<file path="config.mk">
export PLATFORM = sky130hd
export DESIGN_NAME = smpg_cordic_cell
export DESIGN_NICKNAME = d
export VERILOG_FILES = /design/src/sv/sphere_mesh_point_generator_macros.svh /design/src/sv/smpg_pkg.sv /design/src/sv/smpg_cordic_cell.sv
export SDC_FILE = /design/constraint.sdc
export NUM_CORES = 1
export LEC_CHECK = 0
export BUFFER_PORTS_ARGS = -buffer_cell sky130_fd_sc_hd__buf_4
export CORE_MARGIN = 5
export CORE_UTILIZATION = 35
export CTS_CLUSTER_SIZE = 14
export DETAILED_ROUTE_END_ITERATION = 10
export SYNTH_ARGS = -nofsm -noshare
export SYNTH_HDL_FRONTEND = slang
export SYNTH_SLANG_ARGS = --single-unit
</file>
<file path="constraint.sdc">
create_clock -name clk -period 7.4 [get_ports clk]
set_input_delay 1.48 -clock clk [delete_from_list [all_inputs] [get_ports clk]]
set_output_delay 1.48 -clock clk [all_outputs]
set_load 0.03 [all_outputs]
</file>
<file path="src/sv/sphere_mesh_point_generator_macros.svh">
// Assertion macros for the sphere mesh point generator
`ifndef SPHERE_MESH_POINT_GENERATOR_MACROS_SVH
`define SPHERE_MESH_POINT_GENERATOR_MACROS_SVH

`ifndef NO_ASSERTIONS
`define SMPG_ASSERT_NOW(lbl, pre, post) \
  lbl: assert property (@(posedge clk) disable iff (rst) (pre) |-> (post)) \
    else $error("smpg: same-cycle check failed");
`define SMPG_ASSERT_NEXT(lbl, pre, post) \
  lbl: assert property (@(posedge clk) disable iff (rst) (pre) |=> (post)) \
    else $error("smpg: next-cycle check failed");
`else
`define SMPG_ASSERT_NOW(lbl, pre, post)
`define SMPG_ASSERT_NEXT(lbl, pre, post)
`endif

`endif

</file>
<file path="src/sv/smpg_pkg.sv">
package smpg_pkg;

  localparam int MAX_POINTS_DEF   = 256;
  localparam int CORDIC_STEPS_DEF = 16;
  localparam int ATAN_LEN         = 24;

  localparam int CNT_W     = 9;
  localparam int IDX_W     = 8;
  localparam int QW        = 17;   // u, v0, tex fields
  localparam int DIVD_W    = 24;   // dividend / remainder
  localparam int DIV_STEPS = 17;
  localparam int SQ_N_W    = 33;   // radicand
  localparam int SQ_STEPS  = 17;
  localparam int CW        = 34;   // CORDIC datapath
  localparam int POS_W     = 24;
  localparam int NORM_W    = 16;
  localparam int TRI_W     = 16;
  localparam int PROD_W    = 52;
  localparam int RP_W      = 33;

  localparam logic signed [CW-1:0] CORDIC_GAIN = 34'sd652032874;

  typedef enum logic [2:0] {
    REG_AZI_POINTS, REG_ALT_POINTS, REG_RADIUS, REG_CENTRE_X, REG_CENTRE_Y, REG_CENTRE_Z
  } reg_idx_t;

  typedef enum logic [1:0] {QUAD_0, QUAD_1, QUAD_2, QUAD_3} quad_t;

  typedef enum logic [1:0] {PH_VERT, PH_TRI0, PH_TRI1} phase_t;

  // sideband carried down the pipeline; fields fill in as they become known
  typedef struct packed {
    logic [IDX_W-1:0]         azi;
    logic [IDX_W-1:0]         alt;
    logic [QW-1:0]            u;
    logic signed [17:0]       yq;
    logic signed [NORM_W-1:0] ny;
    logic [QW-1:0]            s16;
    quad_t                    quad;
  } side_t;

  // arctangent in 2^32 per turn
  function automatic logic signed [CW-1:0] atan_turn(input int i);
    logic signed [CW-1:0] r;
    unique case (i)
      0:  r = 34'sd536870912;
      1:  r = 34'sd316933406;
      2:  r = 34'sd167458907;
      3:  r = 34'sd85004756;
      4:  r = 34'sd42667331;
      5:  r = 34'sd21354465;
      6:  r = 34'sd10679838;
      7:  r = 34'sd5340245;
      8:  r = 34'sd2670163;
      9:  r = 34'sd1335087;
      10: r = 34'sd667544;
      11: r = 34'sd333772;
      12: r = 34'sd166886;
      13: r = 34'sd83443;
      14: r = 34'sd41722;
      15: r = 34'sd20861;
      16: r = 34'sd10430;
      17: r = 34'sd5215;
      18: r = 34'sd2608;
      19: r = 34'sd1304;
      20: r = 34'sd652;
      21: r = 34'sd326;
      22: r = 34'sd163;
      23: r = 34'sd81;
      default: r = '0;
    endcase
    return r;
  endfunction

endpackage

</file>
<file path="src/sv/smpg_cordic_cell.sv">
module smpg_cordic_cell #(
  parameter int STEP      = 0,
  parameter bit VECTORING = 1'b0
) (
  input  logic                             clk,
  input  logic                             en,
  input  logic signed [smpg_pkg::CW-1:0]   x_in,
  input  logic signed [smpg_pkg::CW-1:0]   y_in,
  input  logic signed [smpg_pkg::CW-1:0]   z_in,
  output logic signed [smpg_pkg::CW-1:0]   x_out,
  output logic signed [smpg_pkg::CW-1:0]   y_out,
  output logic signed [smpg_pkg::CW-1:0]   z_out
);
  import smpg_pkg::*;

  logic signed [CW-1:0] xs, ys, at;
  logic                 ccw;

  assign xs  = x_in >>> STEP;
  assign ys  = y_in >>> STEP;
  assign at  = atan_turn(STEP);
  // vectoring drives y to zero, rotation drives z to zero
  assign ccw = VECTORING ? (y_in < 0) : (z_in >= 0);

  always_ff @(posedge clk) begin
    if (en) begin
      x_out <= ccw ? x_in - ys : x_in + ys;
      y_out <= ccw ? y_in + xs : y_in - xs;
      z_out <= ccw ? z_in - at : z_in + at;
    end
  end

endmodule

</file>
==> metrics.md <==
| Metric | Value |
|---|---|
| Fraction of the yosys area taken by sequential cells | `between 30% and 40%` |
| Routed Antenna Nets | `0` |
| Synth area leader | `edfxtp_1` |
| Post-cts resize count | `0` |
| Pin count of the biggest net entering global routing | `81` |
| Largest family of logic cells by synthesized area | `compound AO/OA/AOI/OAI gates` |
| Part of the cycle the worst path needs | `between 60 and 70%` |
| Clock transition at path regs | `about 0.07 ns` |
| Fin worst setup slack | `2.65 ns` |
| Crit path kind | `in2reg` |
| Synth Area per Inst | `between 9 and 10 um^2` |
| Share of layout cells above drive strength 1 | `21.5%` |
| Primary FF master, synth | `edfxtp_1` |
| Cell Rows | `just under 60` |
| Layout overhead on the synthesized area | `21.9%` |
| Vias in the first global route | `~8100` |
| Synthesized area | `slightly above 9000 um^2` |
| Die Y | `approximately 170 um` |
| Initial antenna violation count | `0` |
| Pwr Density | `about 190 nW/um^2` |
| Drt first pass iters | `5` |
| XOR/XNOR Fraction of Synth Area | `~6.3%` |
| Outcome | `finished clean` |
| Rel. slew slack | `between 30% and 40%` |
| Post-synth EDFFs | `101` |
| Iter 0 DRT Violations | `between 700 and 800` |
| Total negative slack | `0 ns` |
| Distinct cells, synth | `just under 80` |
| Compound-gate portion of the synthesized area | `about 25%` |
| Slowest stage delay, CP | `between 0.5 and 0.6 ns` |
| CP endpoint kind | `flip-flop` |
| Core box area | `~26000 um^2` |
| Cells along the critical path | `buf_4 -> inv_1 -> ha_1 -> nor4b_1 -> nand4_1 -> nor3_1 -> nor2_4 -> buf_4 -> inv_2 -> buf_4 -> ha_1 -> a21oi_1 -> nor2_1 -> nor2_1 -> xnor2_1` |
| Die Wd | `between 150 and 200 um` |
| Yosys warning count | `0` |
| Type of origin of the critical path | `input pin` |
| Max-slew violations | `0` |
| Cells after synthesis | `1016` |
| Post-synthesis mux area share | `under 10%` |
| Initial core utilization | `35.5%` |
| Crit path depth | `15` |
| RSZ-0062 raised after global routing | `no` |
| Io pins | `just over 200` |
| Required @ worst endpoint | `about 7.5 ns` |
| # diodes | `0` |
| CTS Sinks | `101` |
| CTS Hold Bufs | `0` |
| Comb pwr share | `41.7%` |
| Total CTS buffers | `9` |
| Final-layout fill cell count | `between 2000 and 3000` |
| Area contributors post-synth | `edfxtp_1 (33%), ha_1 (14%), a21oi_1 (6.8%), xnor2_1 (5.6%), inv_1 (4.2%)` |
| Final Hold Vio Count | `0` |
| Number of port buffers | `about 200` |
| Slew @ Worst Pin | `roughly 1.0 ns` |
| Sw Pwr | `approximately 0.83 mW` |
| Gr ovfl total | `0` |
| Post-Synth Adder-Cell Area | `~15%` |
| Synthesis-stage register bit count | `between 100 and 150` |
| Clock power share | `roughly a quarter` |
| Static leakage | `approximately 4.9 nW` |
| Async SR Flop Fraction | `0%` |
| VDD IR max | `~0.00012 V` |
| CP max FO | `54` |
| Setup Buffers After CTS | `0` |
| Htree depth | `3` |
| Cell family with most CP delay | `buffers and inverters` |
| Sequential power share | `between 30% and 40%` |
| Share of the synthesized area in the top cell type | `between 30% and 40%` |
| CP endpoint | `z_out[33]$_DFFE_PP_` |
| Worst-case clock buffer depth | `2` |
| Post-route DRC | `0` |
| DP HPWL | `around 24000 um` |
| Setup violators final | `0` |
| Overall Global Routing Usage | `18.8%` |
| Post-synthesis simple-gate area fraction | `about an eighth` |
| Switching Share | `between 30% and 40%` |
| CP dominant cell by count | `buf_4` |
| Worst Setup SP | `z_in[33]` |
| Critical path's slowest cell | `buf_4` |
| Max Clk Rate | `211 MHz` |
| Syn_nets | `~1200` |
| Worst hold path cell count | `1` |
| Drt wl/cell | `19.1 um` |
| CTS tree | `yes` |
| Drt total wl | `~29000 um` |
| Final nets | `between 1000 and 1500` |
| Worst Path Buf+Inv | `5` |
| Min-delay src | `z_in[13]` |
| Critical path arrival | `between 4 and 5 ns` |
| Root Buffer | `clkbuf_16` |
| Via count | `8307` |
| Die area | `roughly 30000 um^2` |
| Gpl congestion | `just over 0.9` |
| Min Tclk post-route | `~4.7 ns` |
| Post-place setup slack | `2.33 ns` |
| First-pass GRT wire length | `roughly 46000 um` |
| Internal | `roughly 1.4 mW` |
| Hold Crit Class | `in2reg` |
| Max_cap viols | `0` |
| Vias per inst | `5.42` |
-- cells in the final DEF (no fill, tap or decap), types with 12 or more instances in the layout --
master,netlist,routed
a21o_1,20,20
edfxtp_1,101,101
o211ai_1,12,12
o21ai_0,48,48
nand2b_1,14,14
nor2_1,84,84
mux2i_1,14,14
nand3_1,14,14
a21oi_1,126,126
xnor2_1,59,59
nor4_1,18,18
o21bai_1,29,29
buf_4,10,208
inv_1,104,104
nand2_1,39,39
nor3_1,18,18
ha_1,103,103
-- kinds of logic after synthesis --
| logic type | count (synthesis) |
|---|---|
| AO/OA/AOI/OAI | 337 |
| XOR/XNOR | 67 |
| adder cells (fa/ha/maj) | 107 |
| buffers and inverters | 153 |
| flip-flops | 101 |
| multiplexers | 14 |
| AND/OR/NAND/NOR | 237 |
-- Yosys cell counts (all sizes together), types with 10 or more instances --
master,count
a21oi,129
nor3,18
inv,109
mux2i,14
a31oi,10
edfxtp,101
ha,103
nand3,14
nor4,18
o21ai,58
nand2b,14
a211oi,12
buf,28
o211ai,12
xnor2,59
o21bai,29
nor2,85
nand2,40
clkbuf,13
a21o,20
-- worst min-delay path by stage --
| stage | endpoint | slack [ns] |
|---|---|---|
| after floorplan | z_out[0]$_DFFE_PP_ | 1.58 |
| after global placement | z_out[4]$_DFFE_PP_ | 1.67 |
| after detailed placement | z_out[21]$_DFFE_PP_ | 1.67 |
| after CTS | z_out[13]$_DFFE_PP_ | 1.30 |
| after global routing | z_out[14]$_DFFE_PP_ | 1.30 |
| final | z_out[13]$_DFFE_PP_ | 1.32 |
-- final cells by class --
type	count	area (um^2)	area share, %
multi-input combinational	762	5540	49.1
inverter	112	420	3.72
tap	335	419	3.71
sequential	101	3030	26.9
clock buffer	10	229	2.03
clock inverter	5	82.6	0.732
timing repair buffer	208	1560	13.8
-- power by group through the flow --
stage	Combinational [mW]	Clock [mW]	Sequential (mW)
3_5_place_dp	0.912	0	0.779
3_3_place_gp	0.912	0	0.776
2_1_floorplan	0.425	0	0.940
6_report	0.917	0.516	0.765
5_1_grt	0.987	0.552	0.772
4_1_cts	0.915	0.533	0.767
-- registers in the layout, summed over array words and instances, names as in the netlist --
register,flops
z_out,34
x_out,34
y_out,33
-- per-layer routing --
layer,track usage [%],vias up,wire (um)
met1,26.2,3919,13300
met4,6.17,0,735
met2,29.6,329,13100
li1,-,4018,-
met3,3.10,41,2190
met5,0,-,0
-- per-stage QoR --
step                utilization, %  cell area, um^2  power [mW]  cells  hold slack [ns]
global placement              42.1            11000        1.69   1518             1.67
CTS                           43.3            11300        2.21   1533             1.30
floorplan                        -             9260        1.37   1016             1.58
detailed placement            42.1            11000        1.69   1518             1.67
finish                        43.3            11300        2.20   1533             1.32
global route                  43.3            11300        2.31   1533             1.30
Note: power is estimated with default switching activity, not from simulation.
