### src/sv/sphere_mesh_point_generator_macros.svh
// Assertion macros for the sphere mesh point generator
`ifndef SPHERE_MESH_POINT_GENERATOR_MACROS_SVH
`define SPHERE_MESH_POINT_GENERATOR_MACROS_SVH

`ifndef NO_ASSERTIONS
`define SMPG_ASSERT_NOW(lbl, pre, post) \
  lbl: assert property (@(posedge clk) disable iff (rst) (pre) |-> (post)) \
    else $error("smpg: same-cycle check failed");
`define SMPG_ASSERT_NEXT(lbl, pre, post) \
  lbl: assert property (@(posedge clk) disable iff (rst) (pre) |=> (post)) \
    else $error("smpg: next-cycle check failed");
`else
`define SMPG_ASSERT_NOW(lbl, pre, post)
`define SMPG_ASSERT_NEXT(lbl, pre, post)
`endif

`endif

### src/sv/smpg_pkg.sv
package smpg_pkg;

  localparam int MAX_POINTS_DEF   = 256;
  localparam int CORDIC_STEPS_DEF = 16;
  localparam int ATAN_LEN         = 24;

  localparam int CNT_W     = 9;
  localparam int IDX_W     = 8;
  localparam int QW        = 17;   // u, v0, tex fields
  localparam int DIVD_W    = 24;   // dividend / remainder
  localparam int DIV_STEPS = 17;
  localparam int SQ_N_W    = 33;   // radicand
  localparam int SQ_STEPS  = 17;
  localparam int CW        = 34;   // CORDIC datapath
  localparam int POS_W     = 24;
  localparam int NORM_W    = 16;
  localparam int TRI_W     = 16;
  localparam int PROD_W    = 52;
  localparam int RP_W      = 33;

  localparam logic signed [CW-1:0] CORDIC_GAIN = 34'sd652032874;

  typedef enum logic [2:0] {
    REG_AZI_POINTS, REG_ALT_POINTS, REG_RADIUS, REG_CENTRE_X, REG_CENTRE_Y, REG_CENTRE_Z
  } reg_idx_t;

  typedef enum logic [1:0] {QUAD_0, QUAD_1, QUAD_2, QUAD_3} quad_t;

  typedef enum logic [1:0] {PH_VERT, PH_TRI0, PH_TRI1} phase_t;

  // sideband carried down the pipeline; fields fill in as they become known
  typedef struct packed {
    logic [IDX_W-1:0]         azi;
    logic [IDX_W-1:0]         alt;
    logic [QW-1:0]            u;
    logic signed [17:0]       yq;
    logic signed [NORM_W-1:0] ny;
    logic [QW-1:0]            s16;
    quad_t                    quad;
  } side_t;

  // arctangent in 2^32 per turn
  function automatic logic signed [CW-1:0] atan_turn(input int i);
    logic signed [CW-1:0] r;
    unique case (i)
      0:  r = 34'sd536870912;
      1:  r = 34'sd316933406;
      2:  r = 34'sd167458907;
      3:  r = 34'sd85004756;
      4:  r = 34'sd42667331;
      5:  r = 34'sd21354465;
      6:  r = 34'sd10679838;
      7:  r = 34'sd5340245;
      8:  r = 34'sd2670163;
      9:  r = 34'sd1335087;
      10: r = 34'sd667544;
      11: r = 34'sd333772;
      12: r = 34'sd166886;
      13: r = 34'sd83443;
      14: r = 34'sd41722;
      15: r = 34'sd20861;
      16: r = 34'sd10430;
      17: r = 34'sd5215;
      18: r = 34'sd2608;
      19: r = 34'sd1304;
      20: r = 34'sd652;
      21: r = 34'sd326;
      22: r = 34'sd163;
      23: r = 34'sd81;
      default: r = '0;
    endcase
    return r;
  endfunction

endpackage

### src/sv/smpg_div_cell.sv
module smpg_div_cell #(
  parameter int BIT = 0
) (
  input  logic                          clk,
  input  logic                          en,
  input  logic [smpg_pkg::DIVD_W-1:0]   rem_in,
  input  logic [smpg_pkg::CNT_W-1:0]    d_in,
  input  logic [smpg_pkg::QW-1:0]       q_in,
  output logic [smpg_pkg::DIVD_W-1:0]   rem_out,
  output logic [smpg_pkg::CNT_W-1:0]    d_out,
  output logic [smpg_pkg::QW-1:0]       q_out
);
  import smpg_pkg::*;

  localparam int RW = DIVD_W + 1;

  logic [RW-1:0] dsh;
  logic          take;

  // one restoring-division quotient bit
  assign dsh  = RW'(d_in) << BIT;
  assign take = {1'b0, rem_in} >= dsh;

  always_ff @(posedge clk) begin
    if (en) begin
      rem_out <= take ? rem_in - dsh[DIVD_W-1:0] : rem_in;
      q_out   <= take ? (q_in | (QW'(1) << BIT)) : q_in;
      d_out   <= d_in;
    end
  end

endmodule

### config.mk
export PLATFORM = sky130hd
export DESIGN_NAME = smpg_div_cell
export DESIGN_NICKNAME = d
export VERILOG_FILES = /design/src/sv/sphere_mesh_point_generator_macros.svh /design/src/sv/smpg_pkg.sv /design/src/sv/smpg_div_cell.sv
export SDC_FILE = /design/constraint.sdc
export NUM_CORES = 1
export LEC_CHECK = 0
export BUFFER_PORTS_ARGS = -buffer_cell sky130_fd_sc_hd__buf_2
export CORE_ASPECT_RATIO = 0.5
export CORE_MARGIN = 1
export CORE_UTILIZATION = 30
export CTS_CLUSTER_DIAMETER = 40
export DETAILED_ROUTE_END_ITERATION = 8
export GPL_TIMING_DRIVEN = 0
export PLACE_DENSITY = 0.58
export REMOVE_ABC_BUFFERS = 1
export SETUP_SLACK_MARGIN = 0.2
export SLEW_MARGIN = 0
export SYNTH_ARGS = -nofsm -noshare
export SYNTH_HDL_FRONTEND = slang
export SYNTH_SLANG_ARGS = --single-unit
### constraint.sdc
create_clock -name clk -period 3.6 [get_ports clk]
set_input_delay 0.72 -clock clk [delete_from_list [all_inputs] [get_ports clk]]
set_output_delay 0.72 -clock clk [all_outputs]
set_load 0.01 [all_outputs]
==> flow_summary_export.csv, run 1 <==
group,metric,value,unit
status,outcome,"complete, no violations",
timing,fmax,331,MHz
flow_run,max_cap_violations,0,
timing,finalHoldViolCount,0,
drt,dr.pass1.iters,4,
placed_design,hpwl,3930,um
hold_path,holdPathStages,1,
hold_path,hp-class,"in2reg",
drt,drc,0,
timing,grt_setup_unrepaired,"false",
timing,slew_viol_final,0,
cts,cts_buffer_depth,2,
global_route,grt_pass1_vias,1824,
cts,numCtsBuffers,5,
die,start_util,32.1,%
cts,cts_max_level,2,
cts,hold_buffers,0,
pwr,p_total,1.49,mW
placed_design,port_buffers,101,
finish,fillCellCount,733,
global_route,grt_pass1_wl,8400,um
drt,wl_per_cell,13.2,um
logic_synthesis,yosysSeqAreaShare,61.8,%
die,core_area,7570,sq um
drt,vias,1808,
timing,timing.final.ws_setup,579,ps
placed_design,finalWeightedCongestion,0.748,
finish,fin_nets,357,
timing,final-setup-viol-count,0,
worst_setup_path,crit_required,3630,ps
finish,drive_gt1_share,38.2,%
logic_synthesis,avgSynthCellArea,12.9,sq um
pwr,peakVddDrop,0.188,mV
finish,num_antenna_cells,0,
global_route,grt_max_degree,51,
pwr,pwr_density_cell,462,nW/um^2
logic_synthesis,syn_inst,189,
die,fp.dieH,65.7,um
finish,area_delta_synth_final,33.1,%
cts,cts-root-buf,"clkbuf_16",
placed_design,preCtsSetupSlack,-282,ps
finish,layout_common_cells,"buf_2 (101), edfxtp_1 (50), nor2_1 (19)",
die,rows,22,
global_route,grt.overflow.total,0,
timing,finalCriticalPeriod,3020,ps
drt,wirelength,5320,um
drt,drtIter0Drc,75,
die,dieArea,8490,sq um
global_route,grt_usage,13.0,%
finish,mostFrequentLayoutCell,"buf_2",
logic_synthesis,yosys_warnings,0,
worst_setup_path,cp.arrival,3050,ps
logic_synthesis,ys_ff_latch,50,
timing,timing.slew.headroom,25.4,%
worst_setup_path,crit_path_max_fanout,15,
timing,worst_pin_slew,1120,ps
worst_setup_path,cp-start-kind,"primary input",
die,die_w,129,um
drt,ant_nets,0,
logic_synthesis,yosysUniqueCellTypes,38,
hold_path,hold_end,"q_out[9]",
die,io_pins,102,
logic_synthesis,netlist_area,2430,sq um
hold_path,min_from,"q_in[9]",
cts,cts_sinks,50,
timing,finalCritPeriodShare,83.9,%
worst_setup_path,cp-end-kind,"flop",
global_route,antenna_found_initial,0,
worst_setup_path,crit_type,"in2reg",
drt,drt-vias-per-instance,4.48,
cts,cts_tree,"built",
pwr,leakage,1.34,nW
cts,clk_pin_slew,60,ps
## flip-flops by register name (all words and copies together) (netlist names)
| signal | cells |
|---|---|
| rem_out | 24 |
| q_out | 17 |
| d_out | 9 |
## layout make-up
| type | instances | area [sq um] | share of cell area [%] |
|---|---|---|---|
| flip-flops and latches | 50 | 1500 | 46.4 |
| multi-input cells | 127 | 893 | 27.6 |
| repair buffers | 101 | 505 | 15.6 |
| well taps | 108 | 135 | 4.18 |
| clock buffers | 7 | 133 | 4.10 |
| inverters | 10 | 37.5 | 1.16 |
| clock inverters | 1 | 30.0 | 0.928 |
## power by group
group / total, mW / switching (mW) / internal, mW / leakage, nW
sequential: 0.721 / 0.0122 / 0.708 / 0.490
combinational: 0.253 / 0.143 / 0.110 / 0.774
clock: 0.520 / 0.192 / 0.329 / 0.0781
total: 1.49 / 0.347 / 1.15 / 1.34
## what timing repair did
action | CTS | global route
setup buffers | 0 | 0
gates resized for setup | 1 | 0
pin swaps | 0 | 1
cloned | 0 | 1
setup endpoints to repair | 15 | 10
## through the flow
step / area (sq um) / cells / setup TNS (ps) / util, % / hold slack [ps]
5_1_grt: 3240 / 404 / 0 / 42.7 / 601
3_3_place_gp: 3050 / 395 / -2790 / 40.3 / 896
4_1_cts: 3220 / 403 / 0 / 42.6 / 602
3_5_place_dp: 3050 / 395 / -3790 / 40.3 / 898
2_1_floorplan: 2410 / 186 / 0 / - / 819
6_report: 3240 / 404 / 0 / 42.7 / 611
## worst max path at each step
stage | cells past startpoint | slack, ps | startpoint | endpoint
after global routing | 8 | 430 | d_in[8] | q_out[0]
final | 10 | 580 | rem_in[0] | rem_out[11]
after global placement | 10 | -220 | rem_in[0] | rem_out[18]
after detailed placement | 10 | -280 | rem_in[0] | rem_out[11]
after floorplan | 9 | 440 | rem_in[0] | rem_out[18]
after CTS | 10 | 330 | rem_in[0] | rem_out[11]
## synthesized netlist by cell type (all sizes together)
master	count	area share [%]
o2111ai	1	0.36
fa	1	0.82
nor4	2	0.51
o211ai	3	1.1
or2	1	0.26
a21boi	3	0.93
nor4b	2	1.3
nand3	10	2.1
inv	10	1.5
o21a	1	0.31
nand4	1	0.26
nor3	4	1.3
nand3b	2	0.62
or3	1	0.26
a21o	3	0.93
a22oi	1	0.31
a41oi	1	0.36
buf	2	0.67
o31ai	2	0.62
clkbuf	1	0.15
edfxtp	50	62
o21bai	1	0.31
nand2	12	1.9
xor2	4	1.4
mux2	1	0.62
ha	9	4.6
nor2	19	2.9
nand2b	3	0.77
o21ai	4	0.82
nor2b	2	0.51
xnor2	16	5.8
a21oi	13	2.7
nand4b	2	0.72
or4	1	0.46
## cells by family after synthesis
family,after synthesis,synth area share [%]
flops,50,61.8
mux,1,0.617
compound gates,33,8.75
simple gates,62,13.8
buf+inv,13,2.37
xor+xnor,20,7.21
fa+ha+maj,10,5.46
## worst max-delay path: stages
cell,delay [ps]
buf_2,100
inv_1,40
ha_1,220
fa_1,400
nand2b_1,160
a21oi_1,350
a41oi_1,210
o211ai_4,520
nand4b_1,180
xnor2_1,160
## metal layers
layer	track usage (%)	vias to the layer above	part of all wire (%)
met2	22.7	38	49
met4	3.97	0	1.0
li1	-	913	-
met5	0	-	0
met1	15.4	853	44
met3	3.91	4	5.1
No activity file was read; power rests on OpenSTA's default activity.
==> inputs of run 2 (changes only) <==
==> constraint.sdc (replaced) <==
create_clock -name clk -period 2.88 [get_ports clk]
set_input_delay 0.576 -clock clk [delete_from_list [all_inputs] [get_ports clk]]
set_output_delay 0.576 -clock clk [all_outputs]
set_load 0.01 [all_outputs]
==> run 2 against run 1 <==
Net effect: routed wire length rose by 2.0%; sequential power grew 25%; worst setup slack got worse by 270 ps; utilization increased by 1.0 points; sequential share of layout area is 1.1 points lower; clock power up 25%; worst hold slack lost 140 ps; critical endpoint is now rem_out[3]; highest routed layer unchanged.
==> flow_summary_export.csv, run 2 (synthesized netlist as in run 1, its figures left out) <==
group,metric,value,unit
timing,grt_setup_unrepaired,"false",
pwr,switching_share,23.5,%
global_route,grt_pass1_vias,1862,
drt,ant_nets,0,
pwr,pwr-share-clk,34.7,%
worst_setup_path,crit_type,"in2reg",
global_route,grt_usage,13.3,%
cts,clk_pin_slew,60,ps
finish,postLayoutCoreUtil,43.8,%
die,core_area,7570,sq um
worst_setup_path,crit_required,2910,ps
drt,vias,1866,
pwr,seq_power_share,47.9,%
finish,fin_nets,361,
hold_path,hp-class,"in2reg",
pwr,switching_power,0.441,mW
worst_setup_path,cpPeakStageDelay,520,ps
finish,largest_reg_flops,24,
die,fp.dieH,65.7,um
global_route,antenna_found_initial,0,
die,rows,22,
global_route,grt_pass1_wl,8630,um
timing,finalCritPeriodShare,89.3,%
drt,dr.pass1.iters,4,
drt,drt-vias-per-instance,4.57,
worst_setup_path,cp-start-kind,"primary input",
timing,final-setup-viol-count,0,
cts,hold_buffers,0,
placed_design,finalWeightedCongestion,0.748,
cts,cts_tree,"built",
cts,numCtsBuffers,5,
finish,fillCellCount,738,
timing,finalCriticalPeriod,2570,ps
status,outcome,"complete, no violations",
hold_path,holdPathStages,1,
worst_setup_path,cp.arrival,2610,ps
hold_path,hold_end,"q_out[14]",
cts,cts-root-buf,"clkbuf_16",
drt,drtIter0Drc,71,
drt,drc,0,
pwr,leakage,1.37,nW
worst_setup_path,critPathSlowestCell,"or4_4",
finish,layout_common_cells,"buf_2 (101), edfxtp_1 (50), nor2_1 (19)",
worst_setup_path,cp-end-kind,"flop",
timing,worst_pin_slew,1110,ps
pwr,combPwrFrac,17.3,%
worst_setup_path,crit_path_max_fanout,10,
finish,regArea,1500,sq um
placed_design,preCtsSetupSlack,-858,ps
timing,timing.slew.headroom,25.7,%
hold_path,min_from,"q_in[14]",
timing,fmax,389,MHz
placed_design,hpwl,3930,um
drt,wl_per_cell,13.3,um
die,die_w,129,um
flow_run,max_cap_violations,0,
finish,area_delta_synth_final,36.2,%
finish,mostFrequentLayoutCell,"buf_2",
die,dieArea,8490,sq um
finish,multi_input_area,927,sq um
pwr,pwr_density_cell,567,nW/um^2
placed_design,port_buffers,101,
finish,reg_top3,"rem_out (24), q_out (17), d_out (9)",
timing,timing.final.ws_setup,307,ps
pwr,peakVddDrop,0.235,mV
timing,slew_viol_final,0,
worst_setup_path,setup.worst_path.start,"d_in[8]",
cts,cts_sinks,50,
pwr,intPower,1.44,mW
drt,wirelength,5420,um
global_route,grt_max_degree,51,
die,start_util,32.1,%
die,io_pins,102,
worst_setup_path,path_buf_inv,4,
global_route,grt.overflow.total,0,
worst_setup_path,crit_chain,"buf_2 -> inv_1 -> ha_2 -> or4_4 -> nor3_4 -> nor4b_4 -> buf_4 -> o211ai_4 -> buf_12 -> mux2_4",
cts,cts_buffer_depth,2,
worst_setup_path,worst-path-stages,10,
worst_setup_path,crit_family,"simple AND/OR/NAND/NOR gates",
finish,drive_gt1_share,40.3,%
timing,finalHoldViolCount,0,
finish,num_antenna_cells,0,
finish,regMostFlops,"rem_out",
cts,cts_max_level,2,
timing,timing.hold.ws,466,ps
==> run 2: cell type report <==
| cell class | count | area share [%] |
|---|---|---|
| flip-flops and latches | 50 | 45.3 |
| multi-input cells | 127 | 28.0 |
| repair buffers | 105 | 16.5 |
| well taps | 108 | 4.08 |
| clock buffers | 7 | 4.00 |
| inverters | 10 | 1.13 |
| clock inverters | 1 | 0.907 |
==> run 2: how the worst max path moves through the flow <==
stage	to
6_report	rem_out[3]
5_1_grt	rem_out[3]
4_1_cts	rem_out[3]
3_5_place_dp	rem_out[11]
3_3_place_gp	rem_out[18]
2_1_floorplan	rem_out[18]
==> run 2: power by group through the flow <==
| stage | logic [mW] | clock network [mW] | registers [mW] |
|---|---|---|---|
| 2_1_floorplan | 0.124 | 0 | 0.958 |
| 3_3_place_gp | 0.310 | 0 | 0.915 |
| 3_5_place_dp | 0.316 | 0 | 0.917 |
| 4_1_cts | 0.323 | 0.675 | 0.901 |
| 6_report | 0.326 | 0.652 | 0.900 |
| 5_1_grt | 0.360 | 0.699 | 0.908 |
==> run 2: metrics by stage <==
stage / cells / area, sq um / TNS (ps) / power [mW]
after floorplan: 186 / 2410 / -1510 / 1.08
after global placement: 395 / 3050 / -15380 / 1.22
after detailed placement: 395 / 3050 / -16440 / 1.23
after CTS: 407 / 3280 / 0 / 1.90
after global routing: 408 / 3310 / 0 / 1.97
final: 408 / 3310 / 0 / 1.88
==> run 2: timing repair <==
item / 4_1_cts / 5_1_grt
endpoints found under the setup margin: 22 / 24
buffers inserted: 3 / 1
gates resized for setup: 3 / 4
gates cloned: 1 / 0
pin swaps: 2 / 3
==> run 2: routing by layer <==
| metal | GRT usage [%] | routed length, um | up-vias |
|---|---|---|---|
| met3 | 3.91 | 309 | 4 |
| met1 | 15.8 | 2340 | 898 |
| met5 | 0 | 0 | - |
| met4 | 3.97 | 51 | 0 |
| met2 | 23.5 | 2730 | 43 |
| li1 | - | - | 921 |
==> inputs of run 3 (changes only) <==
--- a/config.mk
+++ b/config.mk
@@ -9,6 +9,7 @@
 export CORE_ASPECT_RATIO = 0.5
 export CORE_MARGIN = 1
 export CORE_UTILIZATION = 30
+export CTS_BUF_LIST = sky130_fd_sc_hd__clkbuf_8
 export CTS_CLUSTER_DIAMETER = 40
 export DETAILED_ROUTE_END_ITERATION = 8
 export GPL_TIMING_DRIVEN = 0
==> run 3 against run 2 <==
Net effect: utilization decreased by 0.78 points; largest power group unchanged; sequential share of layout area increased by 0.82 points; clock-buffer cell count decreased by 2; final cell count unchanged; critical path type unchanged; worst setup slack improved by 6.6 ps; critical path depth decreased by 1; sequential power about the same.
==> flow_summary_export.csv, run 3 (synthesized netlist as in run 1, its figures left out) <==
group,metric,value,unit
cts,cts-root-buf,"clkbuf_8",
global_route,grt.overflow.total,0,
pwr,combPwrFrac,19.1,%
placed_design,dpl_cell_area,3050,sq um
global_route,grt_usage,13.3,%
pwr,pwr-share-clk,28.0,%
finish,area_delta_synth_final,33.8,%
drt,dr.pass1.iters,4,
placed_design,finalWeightedCongestion,0.748,
global_route,use_met2,23.7,%
finish,largest_reg_flops,24,
worst_setup_path,crit_type,"in2reg",
die,core_area,7570,sq um
finish,num_antenna_cells,0,
hold_path,holdPathStages,1,
finish,drive_gt1_share,40.0,%
timing,timing.final.ws_setup,314,ps
die,fp.dieH,65.7,um
die,dieArea,8490,sq um
pwr,seq_power_share,52.9,%
cts,cts_sinks,50,
placed_design,port_buffers,101,
drt,wl_per_cell,13.3,um
worst_setup_path,crit_required,2930,ps
finish,regMostFlops,"rem_out",
global_route,grt_util_met1,16.0,%
drt,drtIter0Drc,69,
placed_design,hpwl,3930,um
timing,fmax,390,MHz
worst_setup_path,cpPeakStageDelay,580,ps
die,rows,22,
timing,finalCritPeriodShare,89.1,%
worst_setup_path,crit_path_max_fanout,10,
timing,timing.hold.ws,453,ps
pwr,pwr_density_cell,523,nW/um^2
global_route,top_usage_layer,"met2",
worst_setup_path,critPathSlowestCell,"or4_4",
global_route,met3_usage,3.58,%
drt,vias,1861,
worst_setup_path,crit_chain,"buf_2 -> ha_1 -> or4_4 -> nor3_4 -> nor4b_4 -> buf_4 -> o211ai_4 -> buf_12 -> mux2_4",
die,io_pins,102,
global_route,grt_pass1_wl,8650,um
timing,worst_pin_slew,1140,ps
pwr,switching_power,0.423,mW
hold_path,hp-class,"in2reg",
timing,slew_viol_final,0,
worst_setup_path,cp-end-kind,"flop",
pwr,peakVddDrop,0.174,mV
hold_path,min_from,"q_in[14]",
cts,clk_pin_slew,90,ps
drt,drt-vias-per-instance,4.56,
finish,mostFrequentLayoutCell,"buf_2",
global_route,antenna_found_initial,0,
cts,cts_tree,"built",
cts,cts_max_level,2,
global_route,grt_pass1_vias,1863,
timing,timing.slew.headroom,23.7,%
placed_design,preCtsSetupSlack,-858,ps
worst_setup_path,cp.arrival,2620,ps
cts,cts_buffer_depth,2,
flow_run,max_cap_violations,0,
timing,grt_setup_unrepaired,"false",
finish,stdcell_area,3250,sq um
status,outcome,"complete, no violations",
timing,finalHoldViolCount,0,
cts,numCtsBuffers,5,
finish,fin_nets,361,
timing,finalCriticalPeriod,2570,ps
pwr,intPower,1.28,mW
pwr,switching_share,24.9,%
pwr,p_total,1.70,mW
drt,drc,0,
worst_setup_path,setup.worst_path.start,"rem_in[8]",
drt,wirelength,5420,um
global_route,grt_max_degree,51,
finish,reg_top3,"rem_out (24), q_out (17), d_out (9)",
drt,ant_nets,0,
timing,final-setup-viol-count,0,
worst_setup_path,cp-start-kind,"primary input",
finish,layout_common_cells,"buf_2 (101), edfxtp_1 (50), nor2_1 (19)",
die,die_w,129,um
pwr,leakage,1.35,nW
die,start_util,32.1,%
-- run 3: cell types whose count changed in the layout (fill, tap and decap cells not counted), sizes merged --
| cell | before | now |
|---|---|---|
| clkbuf | 7 | 5 |
| inv | 10 | 12 |
-- run 3: path summary, 6_finish.rpt --
path / end / slack [ps]
worst max-delay path: rem_out[3] / 310
worst min-delay path: q_out[14] / 450
-- run 3: timing repair --
item                       CTS  global route
pin swaps                    1             2
hold buffers                 0             0
buffers inserted             3             1
setup endpoints to repair   22            24
gates resized for setup      3             3
gates cloned                 1             0
-- run 3: through the flow --
stage	cells	setup TNS, ps	utilization [%]
5_1_grt	408	0	43.0
3_5_place_dp	395	-16440	40.3
3_3_place_gp	395	-15380	40.3
4_1_cts	407	0	42.6
6_report	408	0	43.0
2_1_floorplan	186	-1510	-
-- run 3: area by class of cell --
cell class | instances | area [sq um]
Tap cell | 108 | 135
Timing Repair Buffer | 105 | 548
Inverter | 10 | 37.5
Clock inverter | 3 | 37.5
Multi-Input combinational cell | 127 | 925
Sequential cell | 50 | 1500
Fill cell | 743 | 4320
Clock buffer | 5 | 68.8
-- run 3: routing by layer --
metal / vias up / wire length, um
met5: - / 0
met4: 0 / 34
met3: 2 / 275
met2: 37 / 2720
met1: 902 / 2390
li1: 920 / -
-- run 3: power by group through the flow --
| stage | clock (mW) | combinational [mW] | sequential, mW |
|---|---|---|---|
| global placement | 0 | 0.310 | 0.915 |
| detailed placement | 0 | 0.316 | 0.917 |
| global route | 0.521 | 0.360 | 0.908 |
| CTS | 0.498 | 0.323 | 0.900 |
| floorplan | 0 | 0.124 | 0.958 |
| finish | 0.476 | 0.326 | 0.899 |
-- run 3: critical path, delay by kind of cell --
| family | cells | cell delay, ps |
|---|---|---|
| AOI/OAI and AO/OA | 1 | 90 |
| adders and majority gates | 1 | 220 |
| buffers and inverters | 3 | 450 |
| muxes | 1 | 290 |
| and+or+nand+nor | 3 | 990 |
