File: config.mk
export PLATFORM = sky130hd
export DESIGN_NAME = smpg_sqrt_cell
export DESIGN_NICKNAME = d
export VERILOG_FILES = /design/src/sv/sphere_mesh_point_generator_macros.svh /design/src/sv/smpg_pkg.sv /design/src/sv/smpg_sqrt_cell.sv
export SDC_FILE = /design/constraint.sdc
export NUM_CORES = 1
export LEC_CHECK = 0
export ABC_CLOCK_PERIOD_IN_PS = 3200
export BUFFER_PORTS_ARGS = -buffer_cell sky130_fd_sc_hd__buf_2
export CAP_MARGIN = 20
export CORE_MARGIN = 8
export CORE_UTILIZATION = 53
export CTS_BUF_LIST = sky130_fd_sc_hd__clkbuf_4 sky130_fd_sc_hd__clkbuf_8
export DETAILED_ROUTE_END_ITERATION = 16
export GPL_TIMING_DRIVEN = 0
export PLACE_DENSITY_LB_ADDON = 0.2
export SETUP_SLACK_MARGIN = 0.5
export SLEW_MARGIN = 30
export SYNTH_ARGS = -nofsm -noshare
export SYNTH_HDL_FRONTEND = slang
export SYNTH_SLANG_ARGS = --single-unit
File: constraint.sdc
create_clock -name clk -period 3.2 [get_ports clk]
set_clock_uncertainty 0.1 [all_clocks]
set_input_delay 0.64 -clock clk [delete_from_list [all_inputs] [get_ports clk]]
set_output_delay 0.64 -clock clk [all_outputs]
set_load 0.005 [all_outputs]
File: src/sv/sphere_mesh_point_generator_macros.svh
// Assertion macros for the sphere mesh point generator
`ifndef SPHERE_MESH_POINT_GENERATOR_MACROS_SVH
`define SPHERE_MESH_POINT_GENERATOR_MACROS_SVH

`ifndef NO_ASSERTIONS
`define SMPG_ASSERT_NOW(lbl, pre, post) \
  lbl: assert property (@(posedge clk) disable iff (rst) (pre) |-> (post)) \
    else $error("smpg: same-cycle check failed");
`define SMPG_ASSERT_NEXT(lbl, pre, post) \
  lbl: assert property (@(posedge clk) disable iff (rst) (pre) |=> (post)) \
    else $error("smpg: next-cycle check failed");
`else
`define SMPG_ASSERT_NOW(lbl, pre, post)
`define SMPG_ASSERT_NEXT(lbl, pre, post)
`endif

`endif

File: src/sv/smpg_pkg.sv
package smpg_pkg;

  localparam int MAX_POINTS_DEF   = 256;
  localparam int CORDIC_STEPS_DEF = 16;
  localparam int ATAN_LEN         = 24;

  localparam int CNT_W     = 9;
  localparam int IDX_W     = 8;
  localparam int QW        = 17;   // u, v0, tex fields
  localparam int DIVD_W    = 24;   // dividend / remainder
  localparam int DIV_STEPS = 17;
  localparam int SQ_N_W    = 33;   // radicand
  localparam int SQ_STEPS  = 17;
  localparam int CW        = 34;   // CORDIC datapath
  localparam int POS_W     = 24;
  localparam int NORM_W    = 16;
  localparam int TRI_W     = 16;
  localparam int PROD_W    = 52;
  localparam int RP_W      = 33;

  localparam logic signed [CW-1:0] CORDIC_GAIN = 34'sd652032874;

  typedef enum logic [2:0] {
    REG_AZI_POINTS, REG_ALT_POINTS, REG_RADIUS, REG_CENTRE_X, REG_CENTRE_Y, REG_CENTRE_Z
  } reg_idx_t;

  typedef enum logic [1:0] {QUAD_0, QUAD_1, QUAD_2, QUAD_3} quad_t;

  typedef enum logic [1:0] {PH_VERT, PH_TRI0, PH_TRI1} phase_t;

  // sideband carried down the pipeline; fields fill in as they become known
  typedef struct packed {
    logic [IDX_W-1:0]         azi;
    logic [IDX_W-1:0]         alt;
    logic [QW-1:0]            u;
    logic signed [17:0]       yq;
    logic signed [NORM_W-1:0] ny;
    logic [QW-1:0]            s16;
    quad_t                    quad;
  } side_t;

  // arctangent in 2^32 per turn
  function automatic logic signed [CW-1:0] atan_turn(input int i);
    logic signed [CW-1:0] r;
    unique case (i)
      0:  r = 34'sd536870912;
      1:  r = 34'sd316933406;
      2:  r = 34'sd167458907;
      3:  r = 34'sd85004756;
      4:  r = 34'sd42667331;
      5:  r = 34'sd21354465;
      6:  r = 34'sd10679838;
      7:  r = 34'sd5340245;
      8:  r = 34'sd2670163;
      9:  r = 34'sd1335087;
      10: r = 34'sd667544;
      11: r = 34'sd333772;
      12: r = 34'sd166886;
      13: r = 34'sd83443;
      14: r = 34'sd41722;
      15: r = 34'sd20861;
      16: r = 34'sd10430;
      17: r = 34'sd5215;
      18: r = 34'sd2608;
      19: r = 34'sd1304;
      20: r = 34'sd652;
      21: r = 34'sd326;
      22: r = 34'sd163;
      23: r = 34'sd81;
      default: r = '0;
    endcase
    return r;
  endfunction

endpackage

File: src/sv/smpg_sqrt_cell.sv
module smpg_sqrt_cell #(
  parameter int BIT = 0
) (
  input  logic                          clk,
  input  logic                          en,
  input  logic [smpg_pkg::SQ_N_W-1:0]   rem_in,
  input  logic [smpg_pkg::QW-1:0]       root_in,
  output logic [smpg_pkg::SQ_N_W-1:0]   rem_out,
  output logic [smpg_pkg::QW-1:0]       root_out
);
  import smpg_pkg::*;

  localparam int TW = SQ_N_W + 3;

  logic [TW-1:0] trial;
  logic          take;

  // (root + 2^b)^2 - root^2
  assign trial = (TW'(root_in) << (BIT + 1)) + (TW'(1) << (2 * BIT));
  assign take  = TW'(rem_in) >= trial;

  always_ff @(posedge clk) begin
    if (en) begin
      rem_out  <= take ? rem_in - trial[SQ_N_W-1:0] : rem_in;
      root_out <= take ? (root_in | (QW'(1) << BIT)) : root_in;
    end
  end

endmodule

==> summary.txt, run 1 <==
Timing
  • Final hold vios: 0
  • Unrepaired setup endpoints after global routing: true
  • Final setup viols: 0
  • FMAX: about 0.36 GHz
  • Final worst path period need: 2.81 ns
  • Final Max Slew Viols: 0
  • Relative slew slack: a little under half
  • Hold_ws: 0.407 ns
  • Worst setup margin: just under 0.4 ns
  • Tcrit/Tclk final: 87.7%
  • Worst Max-Slew Pin Slew: between 0.8 and 0.9 ns

Global route
  • Gr usage total: 21.5%
  • Grt met2 use: about 37%
  • Total gr overflow: 0
  • Grt peak-use layer: met2
  • Initial antenna violation count: 0
  • Met3 usage: 5.93%
  • Global-route wire length before repair: between 15,000 and 20,000 um
  • Largest net degree at the start of global routing: 51
  • Met1 GRT Util: 26.5%
  • Number of global-route vias before repair: around 3k

Setup path
  • Required @ worst endpoint: approximately 3.2 ns
  • Critical Path AT: about 2.8 ns
  • Crit Path Class: in -> reg
  • CP max FO: 5
  • CP endpoint kind: register
  • Critical path startpoint category: input port

Clock tree
  • CTS tree: built
  • CTS sink count: 50
  • Clock Tree Root: clkbuf_8
  • Worst-path clk slew: ~0.090 ns
  • Total CTS buffers: 5
  • Clk buf depth: 2
  • # H-tree levels: 2
  • Hold_buf cts: 0

Finish
  • Inserted Diodes: 0
  • Layout area overhead: 47.0%
  • Fraction of layout cells with a size suffix above 1: approximately 47%
  • Final nets: 510
  • Design Area, Final: around 4700 um2
  • Core Util, Final: 80.0%

Synthesis
  • Post-Synthesis Cells: 306
  • Avg Cell Area, Syn: roughly 10 um2
  • Flops & latches, synth: 50
  • Ys async rst share: 0%
  • Seq/Total Area, Yosys: 47.2%
  • Synth unique cells: 49
  • Ys flop type: edfxtp_1
  • Syn_nets: between 300 and 400
  • Post-synth EDFFs: 50
  • Area of the mapped netlist: about 3200 um2
  • Yosys warns: 0

Hold path
  • Worst Hold Launch: root_in[5]
  • Worst Hold Depth: 1
  • Min-delay worst type: in -> reg
  • Hold EP: root_out[5]$_DFFE_PP_

Pwr
  • Clock Power Share: 21.1%
  • Switching part of the total: a little under 30%
  • Share of power burned in registers: between 40% and 50%
  • Pleak: between 1.5 and 2 nW
  • IR drop worst, VDD: 0.252 mV
  • Pint: around 1.2 mW
  • Psw: roughly 0.52 mW
  • Logic gate share of total power: between 30% and 40%
  • Power Density: 375 nW/um2
  • Total power draw: 1.75 mW

Detailed routing
  • Total Wirelength: ~9600 um
  • 1st-pass router iterations: 5
  • WL per Instance: roughly 19 um
  • Iter 0 DRT Violations: between 150 and 200
  • Vias/cell: between 5 and 6
  • Vias: 2,963
  • DRC viols: 0
  • Antenna violation net count after detailed routing: 0

Placement
  • Post-Place Worst Slack: -0.131 ns
  • Placed cell area: about 3900 um2
  • Dpl hpwl: 6570 um
  • GPL Wtd Cong: about 0.85
  • Port-buffer cells: 100

Flow run
  • Max-Cap Viols: 0

Floorplan
  • Core Region: approximately 6000 um2
  • Die X: approximately 94 um
  • Initial core utilization: approximately 54%
  • Die Height: 93.5 um
  • Die area: just under 9000 um2
  • Row count: 28
  • Ports: roughly 100

Outcome
  • Outcome: finished, final reports clean
cell usage in the layout, fill, tap and decap left out, types with 4 or more instances in the layout:
master / n
xor2_1: 15
a21oi_1: 16
buf_8: 4
edfxtp_1: 50
nor3_1: 5
nor2_1: 11
o21ai_1: 15
clkbuf_8: 5
buf_4: 25
nor4_1: 4
xnor2_1: 15
a21o_1: 4
o21a_1: 6
buf_6: 13
inv_2: 6
ha_4: 18
nand2_1: 35
o21ai_0: 10
buf_2: 88
inv_1: 14
sequential cells by signal (all words and copies together), names as in the netlist:
name / count
rem_out: 33
root_out: 17
cell usage after synthesis (2+ instances only):
cell,n,area share [%]
o21ai_0,13,2.0
xor2_1,15,4.1
o21bai_1,2,0.47
nand2_1,35,4.1
nor2_1,13,1.5
or3_1,4,0.79
and2_1,2,0.39
a211oi_1,3,0.71
or2_2,2,0.39
nand4_1,3,0.59
nor4b_2,2,0.94
nor2b_1,2,0.39
o21a_1,6,1.4
edfxtp_1,50,47
clkbuf_1,2,0.24
o21ai_1,14,2.2
o31ai_1,2,0.47
inv_1,22,2.6
nor4_1,5,0.98
nand4_2,2,0.79
buf_2,5,0.79
a21o_1,4,0.94
a31oi_1,2,0.39
or4_1,3,0.71
nor3_1,8,1.3
nand3_1,4,0.63
nand2b_1,3,0.59
and4_1,2,0.55
xnor2_1,15,4.1
ha_1,18,7.1
a21oi_1,21,3.3
o2111ai_1,5,1.4
worst max-delay path, cell delays in order:
cell      delay (ns)
buf_8           0.10
ha_4            0.27
ha_4            0.13
nand3_2         0.07
or4_4           0.49
or3_4           0.40
nand4_4         0.10
or2_4           0.17
buf_8           0.12
o211ai_1        0.09
xnor2_1         0.17
cell families after synthesis:
| logic type | count (synthesis) | synth area share, % |
|---|---|---|
| AOI/OAI and AO/OA | 80 | 16.1 |
| xor gates and xnor gates | 30 | 8.25 |
| adders and majority gates | 19 | 7.70 |
| buffers and inverters | 30 | 3.97 |
| DFF | 50 | 47.2 |
| muxes | 2 | 0.668 |
| and+or+nand+nor | 95 | 16.1 |
through the flow:
step / TNS (ns) / std cells
after detailed placement: -1.64 / 481
after CTS: 0 / 509
after floorplan: 0 / 306
after global routing: 0 / 515
after global placement: -1.13 / 481
final: 0 / 515
power by group through the flow:
stage,Clock (mW),Combinational [mW],Sequential (mW)
2_1_floorplan,0,0.232,0.855
3_3_place_gp,0,0.423,0.839
3_5_place_dp,0,0.431,0.840
4_1_cts,0.376,0.522,0.826
5_1_grt,0.390,0.603,0.834
6_report,0.370,0.558,0.826
per-layer routing:
metal  wire (um)  vias to the layer above
li1            -                     1402
met1        3880                     1411
met2        4760                      137
met3         781                       13
met4         121                        0
met5           0                        -
worst max-delay path by stage:
stage | start | to | slack, ns | depth (start not counted)
after floorplan | root_in[16] | rem_out[20]$_DFFE_PP_ | 0.27 | 11
after global placement | root_in[16] | rem_out[20]$_DFFE_PP_ | -0.12 | 12
after detailed placement | root_in[16] | rem_out[20]$_DFFE_PP_ | -0.13 | 12
after CTS | root_in[0] | rem_out[20]$_DFFE_PP_ | 0.42 | 12
after global routing | root_in[0] | rem_out[20]$_DFFE_PP_ | 0.32 | 12
final | rem_in[1] | rem_out[20]$_DFFE_PP_ | 0.39 | 11
timing repair:
item,CTS,global route
resized for setup,68,20
cloned,2,0
pin swaps,19,6
buffers inserted,18,6
setup endpoints to repair,34,34
final cells by class:
cell class / count / area [um2]
buffer: 8 / 86.3
inverter: 22 / 97.6
tap: 75 / 93.8
fill: 379 / 1170
multi-input combinational: 227 / 2020
clock inverter: 2 / 8.76
clock buffer: 6 / 76.3
timing repair buffer: 125 / 800
sequential: 50 / 1500
No activity file was read; power rests on OpenSTA's default activity.
==> inputs of run 2 (changes only) <==
--- a/config.mk
+++ b/config.mk
@@ -5,11 +5,11 @@
 export SDC_FILE = /design/constraint.sdc
 export NUM_CORES = 1
 export LEC_CHECK = 0
-export ABC_CLOCK_PERIOD_IN_PS = 3200
+export ABC_CLOCK_PERIOD_IN_PS = 2350
 export BUFFER_PORTS_ARGS = -buffer_cell sky130_fd_sc_hd__buf_2
 export CAP_MARGIN = 20
 export CORE_MARGIN = 8
-export CORE_UTILIZATION = 53
+export CORE_UTILIZATION = 48
 export CTS_BUF_LIST = sky130_fd_sc_hd__clkbuf_4 sky130_fd_sc_hd__clkbuf_8
 export DETAILED_ROUTE_END_ITERATION = 16
 export GPL_TIMING_DRIVEN = 0
==> constraint.sdc (replaced) <==
create_clock -name clk -period 2.35 [get_ports clk]
set_clock_uncertainty 0.1 [all_clocks]
set_input_delay 0.47 -clock clk [delete_from_list [all_inputs] [get_ports clk]]
set_output_delay 0.47 -clock clk [all_outputs]
set_load 0.005 [all_outputs]
==> summary.txt, run 2 (synthesis results as in run 1) <==
Outcome
  • Outcome: finished with violations
  • Failing checks: negative setup slack

Global route
  • Global-route wire length before repair: 15,500 um (+2.2%)
  • Total gr overflow: 0 (unchanged)
  • Largest net degree at the start of global routing: 51 (unchanged)
  • Gr usage total: 19.7% (-1.8 points)
  • Number of global-route vias before repair: 3,036 (+0.26%)
  • Initial antenna violation count: 0 (unchanged)

Finish
  • Max FFs per register: 33 (unchanged)
  • Design Area, Final: 4840 um2 (+3.3%)
  • Core Util, Final: 75.7% (-4.3 points)
  • Most common cell after layout, fill and taps aside: buf_2
  • Largest register by flop count: rem_out
  • Fraction of layout cells with a size suffix above 1: 51.2% (+4.4 points)
  • Layout area overhead: 51.9%
  • Inserted Diodes: 0 (unchanged)
  • Most frequent cells in the layout: buf_2, edfxtp_1, nand2_1, buf_4
  • Biggest regs: rem_out x33, root_out x17
  • Final nets: 516 (+1.2%)
  • # fillers: 452 (+19%)

Setup path
  • Required @ worst endpoint: 2.29 ns (-0.86 ns)
  • Crit Path Class: in -> reg
  • CP max FO: 5 (unchanged)
  • Crit path cell chain: buf_12, inv_12, ha_4, buf_6, nand2_8, or4_4, or3_4, nand4_4, or2_4, buf_8, nand3b_1, xnor2_1
  • CP max stage cell: or4_4
  • Slowest stage delay, CP: 0.54 ns (+0.05 ns)
  • CP endpoint kind: register
  • Critical Path AT: 2.61 ns (-0.14 ns)
  • Critical path startpoint category: input port

Floorplan
  • Die Height: 97.5 um (+4.2%)
  • Initial core utilization: 49.9% (-4.6 points)
  • Ports: 102 (unchanged)
  • Die X: 97.5 um (+4.2%)
  • Core Region: 6390 um2 (+9.2%)
  • Row count: 29 (+3.6%)
  • Die area: 9500 um2 (+8.6%)

Detailed routing
  • WL per Instance: 19.0 um (+2.6%)
  • Vias: 2,980 (+0.57%)
  • Iter 0 DRT Violations: 144 (-21%)
  • DRC viols: 0 (unchanged)
  • Antenna violation net count after detailed routing: 0 (unchanged)
  • Total Wirelength: 9930 um (+4.0%)
  • 1st-pass router iterations: 5 (unchanged)
  • Vias/cell: 5.71 (-0.77%)

Timing
  • Final Max Slew Viols: 0 (unchanged)
  • Final TNS setup: -7.00 ns (-7.00 ns)
  • Final setup viols: 34 (+34)
  • Tcrit/Tclk final: 113%
  • Hold_ws: 0.239 ns (-0.168 ns)
  • Final hold vios: 0 (unchanged)
  • Relative slew slack: 56.5% (+11 points)
  • Unrepaired setup endpoints after global routing: true
  • Final worst path period need: 2.66 ns
  • FMAX: roughly 0.38 GHz
  • Worst Max-Slew Pin Slew: 0.652 ns (-0.156 ns)
  • Worst setup margin: -0.311 ns (-0.706 ns)

Clock tree
  • Worst-path clk slew: 0.09 ns (about the same)
  • Total CTS buffers: 5 (unchanged)
  • # H-tree levels: 2 (unchanged)
  • CTS sink count: 50 (unchanged)
  • Clk buf depth: 2 (unchanged)
  • Clock Tree Root: clkbuf_8
  • CTS tree: built

Pwr
  • Total power draw: 2.42 mW (+38%)
  • Pleak: 1.90 nW (+4.6%)
  • Power Density: 501 nW/um2 (+34%)
  • IR drop worst, VDD: 0.364 mV (+45%)

Placement
  • Port-buffer cells: 100 (unchanged)
  • Dpl hpwl: 6800 um (+3.5%)
  • Placed cell area: 3930 um2 (about the same)
  • GPL Wtd Cong: 0.876 (+3.2%)

Hold path
  • Min-delay worst type: in -> reg

Flow run
  • Max-Cap Viols: 0 (unchanged)
## run 2: area by class of cell
| cell class | count | area [um2] | area share [%] |
|---|---|---|---|
| plain buffers | 8 | 93.8 | 1.94 |
| clock buffers | 7 | 83.8 | 1.73 |
| inverters | 22 | 97.6 | 2.02 |
| multi-input cells | 227 | 2090 | 43.2 |
| flip-flops and latches | 50 | 1500 | 31.0 |
| well taps | 77 | 96.3 | 1.99 |
| repair buffers | 131 | 876 | 18.1 |
## run 2: repair_timing
action                     CTS  global route
setup endpoints to repair   34            34
gates resized for setup     78            35
hold endpoints to repair     0             0
setup buffers               21             7
pin swaps                   27            12
gates cloned                 4             0
hold buffers                 0             0
## run 2: worst max-delay path, delay by kind of cell
| family | cells | cell delay (ns) |
|---|---|---|
| buffers and inverters | 4 | 0.36 |
| xor gates and xnor gates | 1 | 0.16 |
| adders and majority gates | 1 | 0.25 |
| and+or+nand+nor | 6 | 1.37 |
## run 2: report_power, final
part           internal, mW  leakage (nW)  switching, mW  total (mW)
Clock                 0.229        0.0452          0.284       0.514
Combinational         0.373          1.37          0.410       0.783
Sequential             1.10         0.490         0.0221        1.13
Total                  1.71          1.90          0.716        2.42
## run 2: per-stage QoR
| step | cells | worst slack (ns) |
|---|---|---|
| after floorplan | 306 | -0.411 |
| after global placement | 483 | -0.783 |
| after CTS | 515 | -0.320 |
| after global routing | 522 | -0.382 |
| after detailed placement | 483 | -0.790 |
| final | 522 | -0.311 |
## run 2: metal layers
| metal | routed length (um) | vias up | part of all wire, % | global-route usage (%) |
|---|---|---|---|---|
| met1 | 4080 | 1435 | 41 | 23.9 |
| met5 | 0 | - | 0 | 0 |
| li1 | - | 1418 | - | - |
| met4 | 151 | 0 | 1.5 | 4.90 |
| met3 | 684 | 12 | 6.9 | 5.05 |
| met2 | 5020 | 115 | 51 | 33.7 |
## run 2: path summary, 6_finish.rpt
| path | from | endpoint | slack (ns) | cells past startpoint |
|---|---|---|---|---|
| hold / removal | root_in[12] | root_out[12]$_DFFE_PP_ | 0.24 | 1 |
| setup / recovery | root_in[16] | rem_out[27]$_DFFE_PP_ | -0.31 | 12 |
==> inputs of run 3 (changes only) <==
--- a/config.mk
+++ b/config.mk
@@ -5,11 +5,11 @@
 export SDC_FILE = /design/constraint.sdc
 export NUM_CORES = 1
 export LEC_CHECK = 0
-export ABC_CLOCK_PERIOD_IN_PS = 2350
+export ABC_CLOCK_PERIOD_IN_PS = 3100
 export BUFFER_PORTS_ARGS = -buffer_cell sky130_fd_sc_hd__buf_2
 export CAP_MARGIN = 20
 export CORE_MARGIN = 8
-export CORE_UTILIZATION = 48
+export CORE_UTILIZATION = 57
 export CTS_BUF_LIST = sky130_fd_sc_hd__clkbuf_4 sky130_fd_sc_hd__clkbuf_8
 export DETAILED_ROUTE_END_ITERATION = 16
 export GPL_TIMING_DRIVEN = 0
==> constraint.sdc (replaced) <==
create_clock -name clk -period 3.1 [get_ports clk]
set_clock_uncertainty 0.1 [all_clocks]
set_input_delay 0.62 -clock clk [delete_from_list [all_inputs] [get_ports clk]]
set_output_delay 0.62 -clock clk [all_outputs]
set_load 0.005 [all_outputs]
==> summary.txt, run 3 (synthesis results as in run 1) <==
Setup path
  • CP max FO: 7 (+2)
  • Most frequent CP cell: nand4_4
  • CP max stage cell: or4_4
  • Critical Path AT: 2.73 ns (+0.12 ns)
  • Required @ worst endpoint: 3.06 ns (+0.77 ns)
  • Buf+Inv Stages, Crit Path: 3 (-1)
  • CP top delay family: simple AND/OR/NAND/NOR gates
  • Crit Path Class: in -> reg
  • CP endpoint kind: register
  • Slowest stage delay, CP: 0.42 ns (-0.12 ns)
  • Crit path cell chain: buf_2, inv_1, ha_4, nand4_4, or4_4, or3_4, nand4_4, or2_4, buf_8, o211ai_1, xnor2_1
  • Critical path startpoint category: input port

Pwr
  • Share of power burned in registers: 44.5% (-2.0 points)
  • Total power draw: 1.92 mW (-21%)
  • Psw: 0.565 mW (-21%)
  • IR drop worst, VDD: 0.257 mV (-29%)
  • Power Density: 401 nW/um2 (-20%)
  • Switching part of the total: 29.4% (-0.13 points)
  • Pleak: 1.87 nW (-2.0%)
  • Clock Power Share: 24.2% (+3.0 points)
  • Logic gate share of total power: 31.4% (-0.9 points)
  • Pint: 1.35 mW (-21%)

Finish
  • Core Util, Final: 87.9% (+12 points)
  • Most frequent cells in the layout: buf_2, edfxtp_1, nand2_1, buf_4, ha_4
  • Fraction of layout cells with a size suffix above 1: 49.0% (-2.3 points)
  • Max FFs per register: 33 (unchanged)
  • Biggest regs: rem_out x33, root_out x17
  • Most common cell after layout, fill and taps aside: buf_2
  • Final nets: 509 (-1.4%)
  • Largest register by flop count: rem_out
  • Layout area overhead: 50.1%
  • Inserted Diodes: 0 (unchanged)

Hold path
  • Min-delay worst type: in -> reg
  • Hold EP: root_out[6]$_DFFE_PP_
  • Worst Hold Depth: 1 (unchanged)
  • Worst Hold Launch: root_in[6]

Timing
  • Worst setup margin: 0.323 ns (+0.635 ns)
  • Final worst path period need: about 2.8 ns
  • FMAX: 0.360 GHz
  • Relative slew slack: 57.1% (+0.58 points)
  • Worst Max-Slew Pin Slew: 0.637 ns (-0.0146 ns)
  • Unrepaired setup endpoints after global routing: true
  • Tcrit/Tclk final: approximately 90%
  • Final hold vios: 0 (unchanged)
  • Final setup viols: 0 (-100%)
  • Hold_ws: 0.381 ns (+0.142 ns)
  • Final Max Slew Viols: 0 (unchanged)

Placement
  • GPL Wtd Cong: 0.913 (+4.2%)
  • Post-Place Worst Slack: -0.198 ns (+0.592 ns)
  • Port-buffer cells: 100 (unchanged)
  • Dpl hpwl: 6530 um (-4.0%)

Outcome
  • Outcome: finished, final reports clean

Detailed routing
  • Iter 0 DRT Violations: 179 (+24%)
  • WL per Instance: 20.5 um (+7.9%)
  • Total Wirelength: 10,500 um (+5.6%)
  • Vias/cell: 6.06 (+6.1%)
  • DRC viols: 0 (unchanged)
  • Vias: 3,096 (+3.9%)
  • 1st-pass router iterations: 5 (unchanged)
  • Antenna violation net count after detailed routing: 0 (unchanged)

Global route
  • Total gr overflow: 0 (unchanged)
  • Largest net degree at the start of global routing: 51 (unchanged)
  • Global-route wire length before repair: 16,000 um (+3.4%)
  • Number of global-route vias before repair: 3,302 (+8.8%)
  • Initial antenna violation count: 0 (unchanged)
  • Gr usage total: 23.4% (+3.7 points)

Clock tree
  • Clk buf depth: 2 (unchanged)
  • Total CTS buffers: 5 (unchanged)
  • Worst-path clk slew: 0.10 ns (about the same)
  • # H-tree levels: 2 (unchanged)
  • Clock Tree Root: clkbuf_8
  • CTS tree: built
  • CTS sink count: 50 (unchanged)

Floorplan
  • Row count: 27 (-6.9%)
  • Core Region: 5440 um2 (-15%)
  • Initial core utilization: 58.5% (+8.7 points)
  • Die X: 90.7 um (-6.9%)
  • Die area: 8230 um2 (-13%)
  • Die Height: 90.7 um (-6.9%)
  • Ports: 102 (unchanged)

Flow run
  • Max-Cap Viols: 0 (unchanged)
-- run 3: worst max path at each step --
| stage | start | to | slack (ns) | cells past startpoint |
|---|---|---|---|---|
| 5_1_grt | root_in[10] | rem_out[20]$_DFFE_PP_ | 0.24 | 12 |
| 3_5_place_dp | root_in[16] | rem_out[20]$_DFFE_PP_ | -0.20 | 12 |
| 6_report | root_in[9] | rem_out[20]$_DFFE_PP_ | 0.32 | 11 |
| 3_3_place_gp | root_in[16] | rem_out[20]$_DFFE_PP_ | -0.19 | 12 |
| 4_1_cts | root_in[0] | rem_out[20]$_DFFE_PP_ | 0.38 | 12 |
| 2_1_floorplan | root_in[16] | rem_out[20]$_DFFE_PP_ | 0.19 | 11 |
-- run 3: cell type report --
type | count | area (um2)
plain buffers | 8 | 97.6
clock buffers | 5 | 68.8
clock inverters | 3 | 40.0
fillers | 279 | 659
inverters | 22 | 103
multi-input cells | 227 | 2090
flip-flops and latches | 50 | 1500
well taps | 72 | 90.1
repair buffers | 124 | 791
-- run 3: repair_timing --
item	4_1_cts	5_1_grt
pin swaps	33	9
gates cloned	1	0
hold buffers	0	0
gates resized for setup	94	18
endpoints found under the setup margin	34	34
setup buffers	23	1
-- run 3: power groups by stage --
stage	Combinational (mW)	Sequential [mW]	Clock [mW]
after floorplan	0.239	0.882	0
after global placement	0.434	0.865	0
after detailed placement	0.445	0.867	0
after CTS	0.555	0.853	0.464
after global routing	0.640	0.859	0.487
final	0.601	0.852	0.464
-- run 3: routing by layer --
layer | GRT usage [%] | routed length, um
met1 | 27.3 | 4130
met5 | 0 | 0
met2 | 40.1 | 5230
met3 | 6.23 | 846
met4 | 8.60 | 282
-- run 3: metrics by stage --
stage	TNS, ns	instance area, um2	instances
final	0	4780	511
after global routing	0	4780	511
after CTS	0	4670	510
after detailed placement	-3.25	3920	478
after global placement	-2.99	3920	478
after floorplan	0	3330	306
